===== src/sv/mhas_pkg.sv =====
// Types and constants of the multilevel hysteresis alarm stager.
package mhas_pkg;

  localparam int unsigned LevelW = 10;
  localparam int unsigned AngleW = 8;
  localparam int unsigned DepthW = 12;
  localparam int unsigned CfgIdxW = 3;

  typedef enum logic [2:0] {
    STAGE_CALM     = 3'd0,
    STAGE_PREWARN  = 3'd1,
    STAGE_CLEAR    = 3'd2,
    STAGE_CRITICAL = 3'd3,
    STAGE_FAULT    = 3'd4
  } stage_e;

  typedef enum logic [CfgIdxW-1:0] {
    CFG_PREWARN_LEVEL = 3'd0,
    CFG_CLEAR_LEVEL   = 3'd1,
    CFG_DANGER_LEVEL  = 3'd2,
    CFG_HYST_MARGIN   = 3'd3,
    CFG_CLOSED_ANGLE  = 3'd4,
    CFG_PREWARN_ANGLE = 3'd5,
    CFG_CLEAR_ANGLE   = 3'd6,
    CFG_DANGER_ANGLE  = 3'd7
  } cfg_idx_e;

  typedef struct packed {
    logic [LevelW-1:0] prewarn_level;
    logic [LevelW-1:0] clear_level;
    logic [LevelW-1:0] danger_level;
    logic [LevelW-1:0] hysteresis_margin;
    logic [AngleW-1:0] closed_angle;
    logic [AngleW-1:0] prewarn_angle;
    logic [AngleW-1:0] clear_angle;
    logic [AngleW-1:0] danger_angle;
  } cfg_t;

  typedef struct packed {
    logic [LevelW-1:0] fill_level;
    logic              first_sensor_ok;
    logic              second_sensor_ok;
    logic              manual_override;
    logic [DepthW-1:0] water_depth;
  } in_item_t;

  typedef struct packed {
    logic [2:0]        alert_stage;
    logic              stage_changed;
    logic              gate_cmd_valid;
    logic [AngleW-1:0] gate_angle;
    logic              alert_send;
    logic [LevelW-1:0] alert_fill;
    logic [DepthW-1:0] alert_depth;
  } out_item_t;

endpackage


===== src/sv/mhas_cfg.sv =====
// Configuration register file: thresholds, hysteresis margin and gate angles.
module mhas_cfg import mhas_pkg::*; (
  input  logic               clk_i,
  input  logic               rst_ni,
  input  logic               wr_en_i,
  input  logic [CfgIdxW-1:0] wr_index_i,
  input  logic [LevelW-1:0]  wr_data_i,
  output cfg_t               cfg_o
);

  cfg_t cfg_q;
  cfg_t cfg_d;

  // Decode the write index; angle registers take the low byte
  always_comb begin
    cfg_d = cfg_q;
    if (wr_en_i) begin
      case (cfg_idx_e'(wr_index_i))
        CFG_PREWARN_LEVEL: cfg_d.prewarn_level     = wr_data_i;
        CFG_CLEAR_LEVEL:   cfg_d.clear_level       = wr_data_i;
        CFG_DANGER_LEVEL:  cfg_d.danger_level      = wr_data_i;
        CFG_HYST_MARGIN:   cfg_d.hysteresis_margin = wr_data_i;
        CFG_CLOSED_ANGLE:  cfg_d.closed_angle      = wr_data_i[AngleW-1:0];
        CFG_PREWARN_ANGLE: cfg_d.prewarn_angle     = wr_data_i[AngleW-1:0];
        CFG_CLEAR_ANGLE:   cfg_d.clear_angle       = wr_data_i[AngleW-1:0];
        CFG_DANGER_ANGLE:  cfg_d.danger_angle      = wr_data_i[AngleW-1:0];
        default:           cfg_d = cfg_q;
      endcase
    end
  end

  // Hold the registers, loading the power-up defaults on reset
  always_ff @(posedge clk_i or negedge rst_ni) begin
    if (!rst_ni) begin
      cfg_q.prewarn_level     <= LevelW'(700);
      cfg_q.clear_level       <= LevelW'(780);
      cfg_q.danger_level      <= LevelW'(850);
      cfg_q.hysteresis_margin <= LevelW'(30);
      cfg_q.closed_angle      <= AngleW'(0);
      cfg_q.prewarn_angle     <= AngleW'(45);
      cfg_q.clear_angle       <= AngleW'(90);
      cfg_q.danger_angle      <= AngleW'(180);
    end else begin
      cfg_q <= cfg_d;
    end
  end

  assign cfg_o = cfg_q;

endmodule


===== src/sv/mhas_stage.sv =====
// Next-stage decision and result formation for one telemetry item.
module mhas_stage import mhas_pkg::*; (
  input  stage_e    stage_i,
  input  in_item_t  item_i,
  input  cfg_t      cfg_i,
  output stage_e    stage_o,
  output out_item_t result_o
);

  logic [LevelW-1:0] fall_prewarn;
  logic [LevelW-1:0] fall_clear;
  logic [LevelW-1:0] fall_danger;
  logic              sensors_lost;
  stage_e            rise_st;
  stage_e            nxt;
  logic              changed;
  logic              gate;
  logic [AngleW-1:0] angle;

  // Falling points: threshold less margin, floored at zero
  always_comb begin
    fall_prewarn = (cfg_i.prewarn_level > cfg_i.hysteresis_margin) ?
                   cfg_i.prewarn_level - cfg_i.hysteresis_margin : '0;
    fall_clear   = (cfg_i.clear_level > cfg_i.hysteresis_margin) ?
                   cfg_i.clear_level - cfg_i.hysteresis_margin : '0;
    fall_danger  = (cfg_i.danger_level > cfg_i.hysteresis_margin) ?
                   cfg_i.danger_level - cfg_i.hysteresis_margin : '0;
  end

  // Highest rising threshold reached, else keep the current stage
  always_comb begin
    if (item_i.fill_level >= cfg_i.danger_level) begin
      rise_st = STAGE_CRITICAL;
    end else if (item_i.fill_level >= cfg_i.clear_level) begin
      rise_st = STAGE_CLEAR;
    end else if (item_i.fill_level >= cfg_i.prewarn_level) begin
      rise_st = STAGE_PREWARN;
    end else begin
      rise_st = stage_i;
    end
  end

  // Choose the next stage; a fall drops one step only
  always_comb begin
    sensors_lost = !item_i.first_sensor_ok && !item_i.second_sensor_ok;
    nxt = stage_i;
    if (sensors_lost) begin
      nxt = STAGE_FAULT;
    end else begin
      case (stage_i)
        STAGE_PREWARN: begin
          nxt = rise_st;
          if (rise_st == STAGE_PREWARN && item_i.fill_level < fall_prewarn) begin
            nxt = STAGE_CALM;
          end
        end
        STAGE_CLEAR: begin
          if (item_i.fill_level >= cfg_i.danger_level) begin
            nxt = STAGE_CRITICAL;
          end else if (item_i.fill_level < fall_clear) begin
            nxt = STAGE_PREWARN;
          end
        end
        STAGE_CRITICAL: begin
          if (item_i.fill_level < fall_danger) begin
            nxt = STAGE_CLEAR;
          end
        end
        STAGE_FAULT: nxt = STAGE_CALM;
        default:     nxt = rise_st;
      endcase
    end
  end

  // Gate angle of the new stage
  always_comb begin
    case (nxt)
      STAGE_PREWARN:  angle = cfg_i.prewarn_angle;
      STAGE_CLEAR:    angle = cfg_i.clear_angle;
      STAGE_CRITICAL: angle = cfg_i.danger_angle;
      STAGE_FAULT:    angle = cfg_i.prewarn_angle;
      default:        angle = cfg_i.closed_angle;
    endcase
  end

  // Build the result; fields not flagged read as zero
  always_comb begin
    changed = (nxt != stage_i);
    gate    = changed && !sensors_lost && !item_i.manual_override;
    result_o.alert_stage    = nxt;
    result_o.stage_changed  = changed;
    result_o.gate_cmd_valid = gate;
    result_o.gate_angle     = gate ? angle : '0;
    result_o.alert_send     = changed;
    result_o.alert_fill     = changed ? item_i.fill_level : '0;
    result_o.alert_depth    = changed ? item_i.water_depth : '0;
  end

  assign stage_o = nxt;

endmodule


===== src/sv/multilevel_hysteresis_alarm_stager_core.sv =====
// Top level of the multilevel hysteresis alarm stager.
//
//   channel   direction  handshake               payload
//   in        input      in_valid_i/in_ready_o   in_data_i  (in_item_t)
//   out       output     out_valid_o/out_ready_i out_data_o (out_item_t)
//   cfg       input      cfg_valid_i/cfg_ready_o cfg_index_i, cfg_data_i
//
// One item per cycle sustained while results are taken; an accepted item is
// held in the input register, then moves into the result register when it advances.
// The stage register updates as an item moves into the result register.
// Reset returns the stage to calm, clears both valid flags and loads the cfg defaults.
// A stalled result holds the pipeline; in_ready_o drops only when both
// registers are full and the result is not taken. cfg is always ready.
module multilevel_hysteresis_alarm_stager_core import mhas_pkg::*; (
  input  logic               clk_i,
  input  logic               rst_ni,
  input  logic               in_valid_i,
  output logic               in_ready_o,
  input  in_item_t           in_data_i,
  output logic               out_valid_o,
  input  logic               out_ready_i,
  output out_item_t          out_data_o,
  input  logic               cfg_valid_i,
  output logic               cfg_ready_o,
  input  logic [CfgIdxW-1:0] cfg_index_i,
  input  logic [LevelW-1:0]  cfg_data_i
);

  cfg_t      cfg;
  in_item_t  in_q;
  logic      in_valid_q;
  out_item_t out_q;
  out_item_t out_d;
  logic      out_valid_q;
  stage_e    stage_q;
  stage_e    stage_d;
  logic      advance;

  assign cfg_ready_o = 1'b1;

  mhas_cfg u_cfg (
    .clk_i      (clk_i),
    .rst_ni     (rst_ni),
    .wr_en_i    (cfg_valid_i),
    .wr_index_i (cfg_index_i),
    .wr_data_i  (cfg_data_i),
    .cfg_o      (cfg)
  );

  mhas_stage u_stage (
    .stage_i  (stage_q),
    .item_i   (in_q),
    .cfg_i    (cfg),
    .stage_o  (stage_d),
    .result_o (out_d)
  );

  // Advance when an item waits and the result register is free or draining
  assign advance    = in_valid_q && (!out_valid_q || out_ready_i);
  assign in_ready_o = !in_valid_q || advance;

  // Input register
  always_ff @(posedge clk_i or negedge rst_ni) begin
    if (!rst_ni) begin
      in_valid_q <= 1'b0;
    end else if (in_ready_o) begin
      in_valid_q <= in_valid_i;
    end
  end

  always_ff @(posedge clk_i) begin
    if (in_valid_i && in_ready_o) begin
      in_q <= in_data_i;
    end
  end

  // Result register and stage update
  always_ff @(posedge clk_i or negedge rst_ni) begin
    if (!rst_ni) begin
      out_valid_q <= 1'b0;
      stage_q     <= STAGE_CALM;
    end else if (advance) begin
      out_valid_q <= 1'b1;
      stage_q     <= stage_d;
    end else if (out_ready_i) begin
      out_valid_q <= 1'b0;
    end
  end

  always_ff @(posedge clk_i) begin
    if (advance) begin
      out_q <= out_d;
    end
  end

  assign out_valid_o = out_valid_q;
  assign out_data_o  = out_q;

endmodule


===== config.mk =====
export PLATFORM = sky130hd
export DESIGN_NAME = multilevel_hysteresis_alarm_stager_core
export DESIGN_NICKNAME = d
export VERILOG_FILES = /design/src/sv/mhas_pkg.sv /design/src/sv/mhas_cfg.sv /design/src/sv/mhas_stage.sv /design/src/sv/multilevel_hysteresis_alarm_stager_core.sv
export SDC_FILE = /design/constraint.sdc
export NUM_CORES = 1
export LEC_CHECK = 0
export BUFFER_PORTS_ARGS = -buffer_cell sky130_fd_sc_hd__buf_2
export CAP_MARGIN = 40
export CORE_MARGIN = 4
export CORE_UTILIZATION = 50
export CTS_CLUSTER_DIAMETER = 100
export DETAILED_ROUTE_END_ITERATION = 8
export HOLD_SLACK_MARGIN = 0.08
export PLACE_DENSITY = 0.72
export SYNTH_ARGS = -nofsm -noshare
export SYNTH_HDL_FRONTEND = slang
export SYNTH_SLANG_ARGS = --single-unit

===== constraint.sdc =====
create_clock -name clk_i -period 4.5 [get_ports clk_i]
set_input_delay 0.675 -clock clk_i [delete_from_list [all_inputs] [get_ports clk_i]]
set_output_delay 0.675 -clock clk_i [all_outputs]
set_load 0.02 [all_outputs]

# --- Word-level counts from Yosys, hierarchy flattened ---
# Index checks and enable logic that the tools add are counted.
word_totals:
  ram_bits: 0
  rom_bits: 0
  mem_count: 0
  elab_cells: 91
  register_bits: 137
  out_inout_bits: 39
  inputBits: 43
  latch_bits: 0
op_classes:
  shifts: 0
  n_bitwise: 0
  multipliers: 0
  mux: 15
  order_cmp: 9
  n_reduce_logical: 25
  addsub: 3
  eq_ne: 17
  n_div: 0
op_table:
  columns: ["op", "n"]
  rows:
  - ["10-bit >= comparator", 3]
  - ["10-bit greater-than comparator", 3]
  - ["10-bit < comparator", 3]
  - ["10-bit two-way mux", 3]
  - ["10-bit subtractor", 3]
  - ["3-bit two-way mux", 8]
  - ["8-bit one-hot mux with 3 select lines", 1]
  - ["3-bit by 2-bit == test with 1-bit output, second input constant", 6]
  - ["3-bit == test, second input constant", 6]
  - ["2-bit AND reduction", 8]
  - ["3-bit by 1-bit == test with 1-bit output, second input constant", 4]
  - ["3-bit one-hot mux with 4 select lines", 1]
  - ["1-bit logical AND", 6]
  - ["1-bit zero test", 6]
  - ["3-bit zero test", 1]
  - ["3-bit inequality test", 1]
  - ["1-bit logical OR", 2]
  - ["1-bit two-way mux", 2]
  - ["2-bit nonzero test", 1]
  - ["2-bit OR reduction", 1]

# --- Depth between registers and ports, before layout ---
# Gate-level depths: netlist of run 1.
logic_depth:
  depth_word: 12
  depth_mapped: 22
  ltp_nobuf: 21

# --- Modules after synthesis ---
# From an unflattened synthesis of run 1, not the netlist that was laid out.
hier_totals:
  hier_cells: 733
  area_unflattened_um2: 8575.7
by_module_without_submodules:
  columns: ["mod", "n_inst", "cells_each", "seq_area_each_um2", "area_each_um2"]
  rows:
  - ["mhas_stage", 1, 494, 0.0, 3538.4]
  - ["mhas_cfg", 1, 161, 1840.5, 2967.8]
  - ["multilevel_hysteresis_alarm_stager_core", 1, 78, 1956.9, 2069.5]

# --- Worst setup path before layout of run 1 ---
# Ideal clock, no wire load.
synth_timing:
  path_kind: "register to register"
  start: "register u_cfg.cfg_q, in the netlist u_cfg.cfg_o[33]"
  end: "register out_q, in the netlist out_data_o[21], data pin"
  path_slack_ps: -76
  path_stages_with_launch: 23
  n_path_buf: 2
  arrival_ps: 4321
  required_time_ps: 4245
  period_less_slack_ps: 4576
  cell_sequence: "dfstp_2 > inv_1 > ha_1 > nor2b_1 > o21ai_0 > a21oi_1 > o21ai_0 > a21boi_0 > o21ai_0 > a21oi_1 > o21ai_0 > nand3b_1 > ha_1 > and4_1 > nand4_1 > a2111oi_0 > nor3_1 > o22ai_2 > o211ai_2 > buf_6 > a221o_1 > buf_6 > and2_1"
synth_lines:
  columns: ["item", "line_no", "rtl"]
  rows:
  - ["start: declaration", "mhas_cfg.sv:11", "cfg_t cfg_q;"]
  - ["start signal: assignment", "mhas_cfg.sv:44", "cfg_q <= cfg_d;"]
  - ["end signal: assignment", "multilevel_hysteresis_alarm_stager_core.sv:92", "out_q <= out_d;"]
  - ["end: declaration", "multilevel_hysteresis_alarm_stager_core.sv:32", "out_item_t out_q;"]

# --- Worst setup path in the final report of run 1 ---
layout_timing:
  start: "register u_cfg.cfg_q, in the netlist u_cfg.cfg_o[33]"
  end: "register out_q, in the netlist out_data_o[27], data pin"
layout_between:
  elab_chain_len: 10
  word_cells_on_any_way: 28
  classes_between: "3 x add/sub; 6 x order compare; 5 x eq/ne; 10 x mux; 4 x reduce/logical"
layout_rtl:
  columns: ["item", "line_no", "rtl"]
  rows:
  - ["10-bit subtractor (tied with other cells)", "mhas_stage.sv:25", "cfg_i.clear_level - cfg_i.hysteresis_margin : '0;"]
  - ["10-bit two-way mux, on equally long branches", "mhas_stage.sv:24, mhas_stage.sv:22", null]
  - ["10-bit < comparator, on equally long branches", "mhas_stage.sv:60, mhas_stage.sv:53", null]
  - ["3-bit two-way mux / 1-bit logical AND (equally long branches)", "mhas_stage.sv:60, mhas_stage.sv:53", null]
  - ["3-bit two-way mux, on equally long branches", "mhas_stage.sv:58, mhas_stage.sv:53", null]
  - ["3-bit one-hot mux with 4 select lines *", "mhas_stage.sv:50", "case (stage_i)"]
  - ["3-bit two-way mux *", "mhas_stage.sv:47", "if (sensors_lost) begin"]
  - ["3-bit by 1-bit == test with 1-bit output (tied with other cells)", "mhas_stage.sv:77", "case (nxt)"]
  - ["2-bit OR reduction (no line) / 1-bit logical AND (equally long branches)", null, null]
  - ["8-bit one-hot mux with 3 select lines / 1-bit logical AND (equally long branches)", "mhas_stage.sv:77, mhas_stage.sv:89", null]
# Mark *: on every way between the ends. The rest lies on a longest branch, timed or not.
# A chain may end at the register's enable or synchronous reset.

==> impl_metrics.tcl, run 1 <==
set metrics [dict create \
    reg2reg_depth 23 \
    first_iter_violations 472 \
    starting_density_of_the_core 0.513 \
    setup_violations 32 \
    timing.reg2reg.setup_slack_ns -0.33 \
    critical_path_endpoint "out_data_o[27]" \
    clock_skew_ns 0.0158 \
    worst_skew_pair.late_latency_ns 0.43 \
    kind_of_end_point_of_the_critical_path "register" \
    finalWirelength_mm 22.4 \
    slew-limit-headroom 0.445 \
    timing.critical_path.required_ns 4.68 \
    route.layer.met1.wl_mm 9.33 \
    drt_pre_antenna_iters 5 \
    cp-startpoint "u_cfg.cfg_o[33]" \
    vias 6583 \
    wl_met2_mm 11.1 \
    average_size_of_a_mapped_cell_sq_um 10.8 \
    drive_gt1_frac 0.382 \
    dominant_combinational_cell_family_by_area_after_synthesis "adder cells" \
    grt_max_degree 54 \
    finish.net_count 1084 \
    maximum_clock_frequency_ghz 0.207 \
    final.setup.worst_slack_ns -0.331 \
    synth_cell_types 61 \
    via_per_inst 5.58 \
    globalRouteTotalUtil 0.246 \
    vertical_die_dimension_um 136 \
    grt_antenna_before_repair 0 \
    finalHoldViolCount 0 \
    layout.cells.most_common "buf_4" \
    timing.final.crit_period_ns 4.83 \
    synthArstFlopShare 0.562 \
    core-area_sq_um 15900 \
    seq_area_frac_synth 0.460 \
    route.top_layer_used "met4" \
    place.detailed.instances 1122 \
    tritoncts.num_buffers 17 \
    result_of_the_run "finished with violations" \
    layout.cells.non_filler 1180 \
    antenna_cells_inserted 0 \
    critical_path.reg2reg.startpoint "u_cfg.cfg_o[33]" \
    fp.dieW_um 136 \
    r2r-end "out_data_o[27]" \
    netlist_instances 759 \
    power_mw 6.36 \
    floorplan_die_area_sq_um 18500 \
    via_count_of_the_first_global_routing_pass 6536 \
    htree_num_levels 4 \
    port-buffer-count 80 \
    place.detailed.hpwl_mm 15.6 \
    period_utilization 1.07 \
    cts_tree "built" \
    max-cap-violations 0 \
    critical_path.startpoint_type "register" \
    failing_checks "setup timing" \
    dr_wl_met3_mm 1.26 \
    timing_worst_slew_pin_value_ns 0.829 \
    global_route_congestion_overflow_total 0 \
    drc 0 \
    mappedNetlistNets 892 \
    synth_edf_count 60 \
    post_synth_and_or_nand_nor_area_fraction 0.132 \
    post_dp_cell_area_sq_um 9480 \
    final_core_utilization 0.665 \
    grt_setup_unrepaired "yes" \
    crit_path_max_fanout 5 \
    yosys_warnings 0 \
    fraction_of_synthesized_area_in_multiplexers 0.0688 \
    cts.root.buffer_cell "clkbuf_16" \
    cts_hold_fix_bufs 0 \
    synth-compound-area-share 0.136 \
    final_antenna_net_count 0 \
    power_density_nw_per_um2 600 \
    total_leakage_power_nw 4.75 \
    worstSetupPathType "register to register" \
    maxSlewViolCount 0 \
    parity_gate_share_of_the_synthesized_area_counting_xor_and_xnor_cells 0.0161 \
    layout.cells.most_common_list "buf_4, buf_2, ha_1" \
    clock_transition_at_the_registers_of_the_reported_paths_ns 0.06 \
    io_pins 82 \
    cts-root-to-sink-buffers 2 \
    core.rowCount 46 \
    arrival_ns 5.01 \
    most_frequently_used_flop_master_after_synthesis "edfxtp_1" \
    yosys_register_bits 137 \
    vdd.ir_drop.worst_mv 0.318 \
    post_dr_wirelength_cell_um 18.9 \
    post-route-cell-area_sq_um 10600 \
    grt_first_pass_wirelength_mm 34.6 \
    min-delay-path-class "input pin to async pin" \
    syn_area_sq_um 8180 \
    cts_sinks 137 \
    synthAdderAreaFrac 0.140 \
    areaGrowthSynthToFinish_pct 29.5 \
    finalWeightedCongestion 0.934 \
]
==> worst max-delay path, cell delays in order (launching register included) <==
cell	delay, ns
dfstp_2	0.54
inv_2	0.05
buf_6	0.13
ha_4	0.26
nor2b_1	0.15
o21ai_2	0.08
a21boi_2	0.21
o21ai_2	0.12
a21oi_2	0.16
o21ai_2	0.08
and2_4	0.15
xnor2_1	0.20
nand2_1	0.09
ha_1	0.30
and4_4	0.23
nand2_2	0.04
a211o_1	0.28
o211ai_1	0.18
o211ai_1	0.18
o211ai_2	0.25
buf_6	0.17
mux2_4	0.31
a22o_1	0.20
o2111a_1	0.22
==> final cells by class <==
class / count / area, sq um
Clock buffer: 18 / 429
Clock inverter: 14 / 140
Fill cell: 1163 / 5350
Inverter: 67 / 251
Multi-Input combinational cell: 534 / 4380
Sequential cell: 137 / 3770
Tap cell: 216 / 270
Timing Repair Buffer: 194 / 1360
==> Yosys cell counts (all sizes together), types with 7 or more instances <==
master | count | area share
mux2 | 50 | 0.069
and3 | 12 | 0.0092
a21oi | 35 | 0.022
dfstp | 31 | 0.10
nor2 | 18 | 0.0083
nand3b | 12 | 0.011
a22o | 8 | 0.0086
xnor2 | 8 | 0.0086
o21ai | 63 | 0.039
buf | 7 | 0.0080
a21o | 16 | 0.015
ha | 87 | 0.13
nand2b | 8 | 0.0061
inv | 66 | 0.030
edfxtp | 60 | 0.22
nand4 | 9 | 0.0069
xor2 | 7 | 0.0075
nor3 | 14 | 0.0086
and2 | 26 | 0.020
o2111a | 8 | 0.011
dfrtp | 46 | 0.14
clkbuf | 14 | 0.0064
nand2 | 74 | 0.034
nand3 | 13 | 0.0080
==> stage by stage <==
step / hold slack (ns) / setup TNS [ns] / setup WS [ns]
5_1_grt: 0.167 / -16.02 / -0.534
4_1_cts: 0.158 / -4.35 / -0.218
6_report: 0.161 / -9.85 / -0.331
3_5_place_dp: 0.473 / -17.67 / -0.633
2_1_floorplan: 0.379 / 0 / 0.0407
3_3_place_gp: 0.465 / -15.56 / -0.543
==> kinds of logic (layout without fill, tap and decap cells) <==
kind of cell	after synthesis	in the layout
buffers and inverters	88	293
adder cells (fa/ha/maj)	90	90
other	1	1
AO/OA/AOI/OAI	170	170
XOR/XNOR	15	15
AND/OR/NAND/NOR	208	208
multiplexers	50	50
flip-flops	137	137
==> power by group <==
| part | switching, mW | internal, mW |
|---|---|---|
| clock | 0.561 | 0.774 |
| sequential | 0.169 | 1.63 |
| combinational | 1.60 | 1.62 |
==> state kept, by name, indices dropped and copies added (netlist names) <==
name         flops
in_q            25
in_valid_q       1
stage_q          3
out_data_o      35
out_valid_o      1
u_cfg.cfg_o     72
==> timing repair <==
action | CTS | global route
endpoints found under the setup margin | 32 | 32
resized for setup | 39 | 42
pin swaps | 43 | 28
setup buffers | 20 | 5
gates cloned | 0 | 2
==> layer usage <==
metal / up-vias / GRT usage
met5: - / 0
met4: 0 / 0.0980
met3: 54 / 0.0459
met2: 207 / 0.414
met1: 3165 / 0.314
li1: 3157 / -
==> worst min path at each step <==
stage	start	endpoint	slack [ns]	cells after the start
3_3_place_gp	in_valid_q	out_valid_o	0.47	1
6_report	rst_ni	u_cfg.cfg_o[6]	0.16	1
2_1_floorplan	rst_ni	in_valid_q	0.38	0
3_5_place_dp	in_valid_q	out_valid_o	0.47	1
5_1_grt	rst_ni	u_cfg.cfg_o[22]	0.17	1
4_1_cts	rst_ni	u_cfg.cfg_o[22]	0.16	1
(Power assumes the default switching activity.)
==> run 2: changes to the inputs <==
SETUP_SLACK_MARGIN = 0.5   (was unset)
==> run 2 against run 1 <==
- the flow still finishes with violations (setup timing)
- clock power is 3% higher
- combinational power is 8.4% lower
- non-clock buffer count is 36 lower
- critical path depth is 1 lower
- sequential power hardly changed
- fmax is 0.83% higher
- critical endpoint is now out_data_o[25]
- largest power group unchanged
- highest routed layer unchanged
==> impl_metrics.tcl, run 2 (same netlist as run 1, synthesis figures left out) <==
set metrics [dict create \
    final_antenna_net_count 0 \
    slew-limit-headroom 0.525 \
    layout.cells.most_common_list "ha_1, buf_2, nand2_1, buf_4, inv_1" \
    first_iter_violations 435 \
    floorplan_die_area_sq_um 18500 \
    critical_path.startpoint_type "register" \
    clock_skew_ns 0.0135 \
    kind_of_end_point_of_the_critical_path "register" \
    timing.critical_path.required_ns 4.67 \
    cts_tree "built" \
    drt_pre_antenna_iters 5 \
    cts-root-to-sink-buffers 2 \
    maxSlewViolCount 0 \
    fp.dieW_um 136 \
    finish.net_count 1048 \
    grt_antenna_before_repair 0 \
    grt_setup_unrepaired "yes" \
    r2r-end "out_data_o[25]" \
    htree_num_levels 4 \
    antenna_cells_inserted 0 \
    global_route_congestion_overflow_total 0 \
    period_utilization 1.06 \
    core-area_sq_um 15900 \
    finalWirelength_mm 21.7 \
    critical_path.reg2reg.startpoint "u_cfg.cfg_o[33]" \
    starting_density_of_the_core 0.513 \
    finalHoldViolCount 0 \
    vias 6455 \
    areaGrowthSynthToFinish_pct 25.7 \
    clock_transition_at_the_registers_of_the_reported_paths_ns 0.06 \
    worstSetupPathType "register to register" \
    max-cap-violations 0 \
    io_pins 82 \
    grt_first_pass_wirelength_mm 34.0 \
    crit_path_max_fanout 7 \
    min-delay-path-class "input pin to async pin" \
    place.detailed.hpwl_mm 15.7 \
    cts.root.buffer_cell "clkbuf_16" \
    timing.final.crit_period_ns 4.79 \
    vertical_die_dimension_um 136 \
    via_per_inst 5.64 \
    tritoncts.num_buffers 17 \
    result_of_the_run "finished with violations" \
    post_dr_wirelength_cell_um 18.9 \
    drive_gt1_frac 0.352 \
    core.rowCount 46 \
    worst_skew_pair.late_latency_ns 0.42 \
    power_mw 6.13 \
    hold-worst-slack_ns 0.0946 \
    via_count_of_the_first_global_routing_pass 6415 \
    post_dp_cell_area_sq_um 9380 \
    cts_sinks 137 \
    final.setup.worst_slack_ns -0.291 \
    drc 0 \
    port-buffer-count 80 \
    setup_violations 32 \
    arrival_ns 4.96 \
    globalRouteTotalUtil 0.241 \
    total_leakage_power_nw 4.56 \
    maximum_clock_frequency_ghz 0.209 \
    failing_checks "setup timing" \
    timing_worst_slew_pin_value_ns 0.712 \
    post-route-cell-area_sq_um 10300 \
    finalWeightedCongestion 0.937 \
    vdd.ir_drop.worst_mv 0.314 \
    number_of_flip_flops_under_the_largest_register_name 72 \
    grt_max_degree 68 \
    power_density_nw_per_um2 596 \
    timing.reg2reg.setup_slack_ns -0.29 \
    reg2reg_depth 22 \
]
-- run 2: cell count changes in the layout (fill, tap and decap cells not counted), sizes merged --
| cell | change |
|---|---|
| clkinv | -1 |
| clkbuf | +1 |
| buf | -34 |
| inv | -2 |
-- run 2: worst max-delay path by stage --
stage                     from              to
2_1_floorplan  u_cfg.cfg_o[33]  out_data_o[24]
3_3_place_gp   u_cfg.cfg_o[33]  out_data_o[23]
3_5_place_dp   u_cfg.cfg_o[33]  out_data_o[26]
4_1_cts        u_cfg.cfg_o[33]  out_data_o[26]
5_1_grt        u_cfg.cfg_o[33]  out_data_o[23]
6_report       u_cfg.cfg_o[33]  out_data_o[25]
-- run 2: repair_timing --
action,in CTS,in global routing
setup buffers,3,5
hold buffers,0,0
pin swaps,32,36
setup endpoints to repair,35,36
gates resized for setup,29,31
-- run 2: power by group --
group	internal [mW]	switching, mW	total, mW
registers	1.63	0.170	1.81
clock network	0.832	0.542	1.37
logic	1.43	1.52	2.95
total	3.90	2.23	6.13
-- run 2: area by class of cell --
class	count	area (sq um)
fill	1232	5660
clock inverter	11	111
sequential	137	3770
inverter	67	256
multi-input combinational	534	4340
tap	216	270
clock buffer	21	482
timing repair buffer	158	1060
-- run 2: stage by stage --
step                      TNS (ns)   util  std cells  setup WS, ns
after detailed placement    -11.08  0.589       1104        -0.429
final                        -6.71  0.645       1144        -0.291
after global placement       -9.66  0.583       1098        -0.356
after floorplan                  0      -        759         0.182
after CTS                    -5.47  0.634       1139        -0.243
after global routing        -12.31  0.645       1144        -0.449
-- run 2: worst max-delay path: stages, from the launching register on --
cell and delay [ns]:
dfstp_2 0.56, inv_6 0.06, ha_4 0.26, nor2b_4 0.13, o21ai_2 0.08, a21boi_2 0.19
o21ai_2 0.09, a21oi_2 0.20, o21ai_2 0.11, a21oi_2 0.17, nor3_1 0.06, nand3b_1 0.16
ha_1 0.30, and4_4 0.26, nand2_2 0.06, a211o_1 0.31, o211ai_1 0.18, o211ai_1 0.16
o211ai_2 0.28, buf_12 0.17, mux2_1 0.33, a22o_1 0.20, o2111a_1 0.22
-- run 2: per-layer routing --
metal / vias to the layer above / part of all wire / track usage
met5: - / 0 / 0
met3: 55 / 0.050 / 0.0422
li1: 3076 / - / -
met1: 3128 / 0.42 / 0.315
met2: 196 / 0.49 / 0.399
met4: 0 / 0.033 / 0.0952
==> run 3: changes to the inputs <==
clock period = 4.2 ns   (was 4.5 ns; I/O delays follow)
==> run 3 against run 2 <==
- the flow still finishes with violations (setup timing)
- global-route usage grew 0.30 points
- register-to-register slack worse by 0.16 ns
- critical path depth is the same
- sequential power rose by 7%
- clock-buffer cell count fell by 2
- clock power up 12%
- setup slack lost 0.16 ns
- via count increased by 1.2%
- hold slack improved by 0.28 ns
- flip-flop and latch count stayed put
- combinational power rose by 15%
==> impl_metrics.tcl, run 3 (same netlist as run 1, synthesis figures left out) <==
set metrics [dict create \
    vdd.ir_drop.worst_mv 0.438 \
    hold-worst-slack_ns 0.373 \
    core.rowCount 46 \
    final.setup.worst_slack_ns -0.449 \
    port-buffer-count 80 \
    via_count_of_the_first_global_routing_pass 6487 \
    starting_density_of_the_core 0.513 \
    cts_tree "built" \
    global_route_congestion_overflow_total 0 \
    arrival_ns 4.83 \
    number_of_flip_flops_under_the_largest_register_name 72 \
    drt_pre_antenna_iters 5 \
    cp.buffers_inverters 5 \
    core-area_sq_um 15900 \
    place.detailed.instances 1137 \
    cts.root.buffer_cell "clkbuf_16" \
    drive_gt1_frac 0.386 \
    crit_path_max_fanout 6 \
    setup_violations 32 \
    fp.dieW_um 136 \
    clock_transition_at_the_registers_of_the_reported_paths_ns 0.06 \
    post_dr_wirelength_cell_um 18.7 \
    critical_path.reg2reg.startpoint "u_cfg.cfg_o[33]" \
    worst_path_max_delay_cell "dfstp_2" \
    hold_path_startpoint "in_data_i[0]" \
    kind_of_end_point_of_the_critical_path "register" \
    cpLargestDelayFamily "compound AO/OA/AOI/OAI gates" \
    htree_num_levels 4 \
    cts_sinks 137 \
    finalWeightedCongestion 0.937 \
    failing_checks "setup timing" \
    timing.reg2reg.setup_slack_ns -0.45 \
    grt_first_pass_wirelength_mm 34.2 \
    power_mw 6.86 \
    vias 6535 \
    cp-startpoint "u_cfg.cfg_o[33]" \
    place.detailed.hpwl_mm 15.9 \
    period_utilization 1.11 \
    drc 0 \
    max_stage_delay_ns 0.55 \
    layout.cells.non_filler 1184 \
    globalRouteTotalUtil 0.244 \
    io_pins 82 \
    maximum_clock_frequency_ghz 0.215 \
    tritoncts.num_buffers 17 \
    cts-root-to-sink-buffers 2 \
    power_density_nw_per_um2 644 \
    final_antenna_net_count 0 \
    worst_skew_pair.late_latency_ns 0.43 \
    clock_skew_ns 0.0124 \
    total_leakage_power_nw 4.76 \
    pre_cts_ws_ns -0.659 \
    areaGrowthSynthToFinish_pct 30.2 \
    timing.critical_path.required_ns 4.38 \
    timing_worst_slew_pin_value_ns 0.843 \
    first_iter_violations 423 \
    grt_max_degree 68 \
    fillers 1201 \
    timing.final.crit_period_ns 4.65 \
    layout.cells.most_common_list "buf_4, buf_2, ha_1" \
    min-delay-path-class "input pin to register" \
    maxSlewViolCount 0 \
    result_of_the_run "finished with violations" \
    slew-limit-headroom 0.437 \
    finalHoldViolCount 0 \
    finish.net_count 1088 \
    vertical_die_dimension_um 136 \
    path_cells "inv_4, buf_4, fa_2, a21o_1, a21oi_2, o221ai_2, nor3_2, nor3_2, buf_4, buf_4, nand2_1, ha_1, a21o_1, a21o_1, a21oi_2, o311a_1, o22ai_4, o211ai_2, buf_6, mux2_4, a22o_1, o2111a_1" \
    max-cap-violations 0 \
    critical_path.startpoint_type "register" \
    antenna_cells_inserted 0 \
    via_per_inst 5.52 \
    floorplan_die_area_sq_um 18500 \
    grt_antenna_before_repair 0 \
    worstSetupPathType "register to register" \
    finalWirelength_mm 22.2 \
    layout.cells.most_common "buf_4" \
    grt_setup_unrepaired "yes" \
]
run 3: what timing repair did:
item	in CTS	in global routing
setup endpoints to repair	36	36
hold buffers	1	0
setup buffers	7	7
gates cloned	0	0
pin swaps	36	31
hold endpoints to repair	7	0
resized for setup	46	32
run 3: layout make-up:
class,instances,area [sq um],share of cell area
repair buffers,198,1350,0.127
inverters,67,254,0.0238
well taps,216,270,0.0254
flip-flops and latches,137,3770,0.354
multi-input cells,534,4410,0.414
clock inverters,13,165,0.0155
clock buffers,19,433,0.0406
run 3: routing by layer:
layer	vias to the layer above	global-route usage	wire, um
met2	201	0.412	11000
met3	42	0.0496	1140
met4	0	0.0784	635
met1	3137	0.315	9370
li1	3155	-	-
met5	-	0	0
run 3: worst register-to-register path: cells and delay by family, from the launching register on:
family,cells,cell delay (ns)
AND/OR/NAND/NOR,3,0.31
multiplexers,1,0.30
flip-flops,1,0.55
buffers and inverters,5,0.68
adder cells (fa/ha/maj),2,0.63
AO/OA/AOI/OAI,11,1.93
run 3: report_power, final:
| group | total [mW] | switching (mW) | leakage [nW] | internal [mW] |
|---|---|---|---|---|
| Sequential | 1.94 | 0.188 | 1.46 | 1.75 |
| Combinational | 3.39 | 1.69 | 3.01 | 1.70 |
| Clock | 1.53 | 0.589 | 0.285 | 0.940 |
run 3: through the flow:
stage / utilization / TNS [ns] / area, sq um
final: 0.668 / -12.77 / 10700
after CTS: 0.656 / -13.63 / 10500
after detailed placement: 0.602 / -19.57 / 9610
after global routing: 0.668 / -19.97 / 10700
after global placement: 0.598 / -18.38 / 9540
after floorplan: - / -2.55 / 8220
run 3: worst paths after layout:
path	endpoint	depth (start not counted)
worst max register to register	out_data_o[30]	22
min in group asynchronous	u_cfg.cfg_o[27]	2
worst min register to register	out_valid_o	1
max in group asynchronous	u_cfg.cfg_o[16]	3
worst max-delay path	out_data_o[30]	22
worst min-delay path	in_q[0]	1
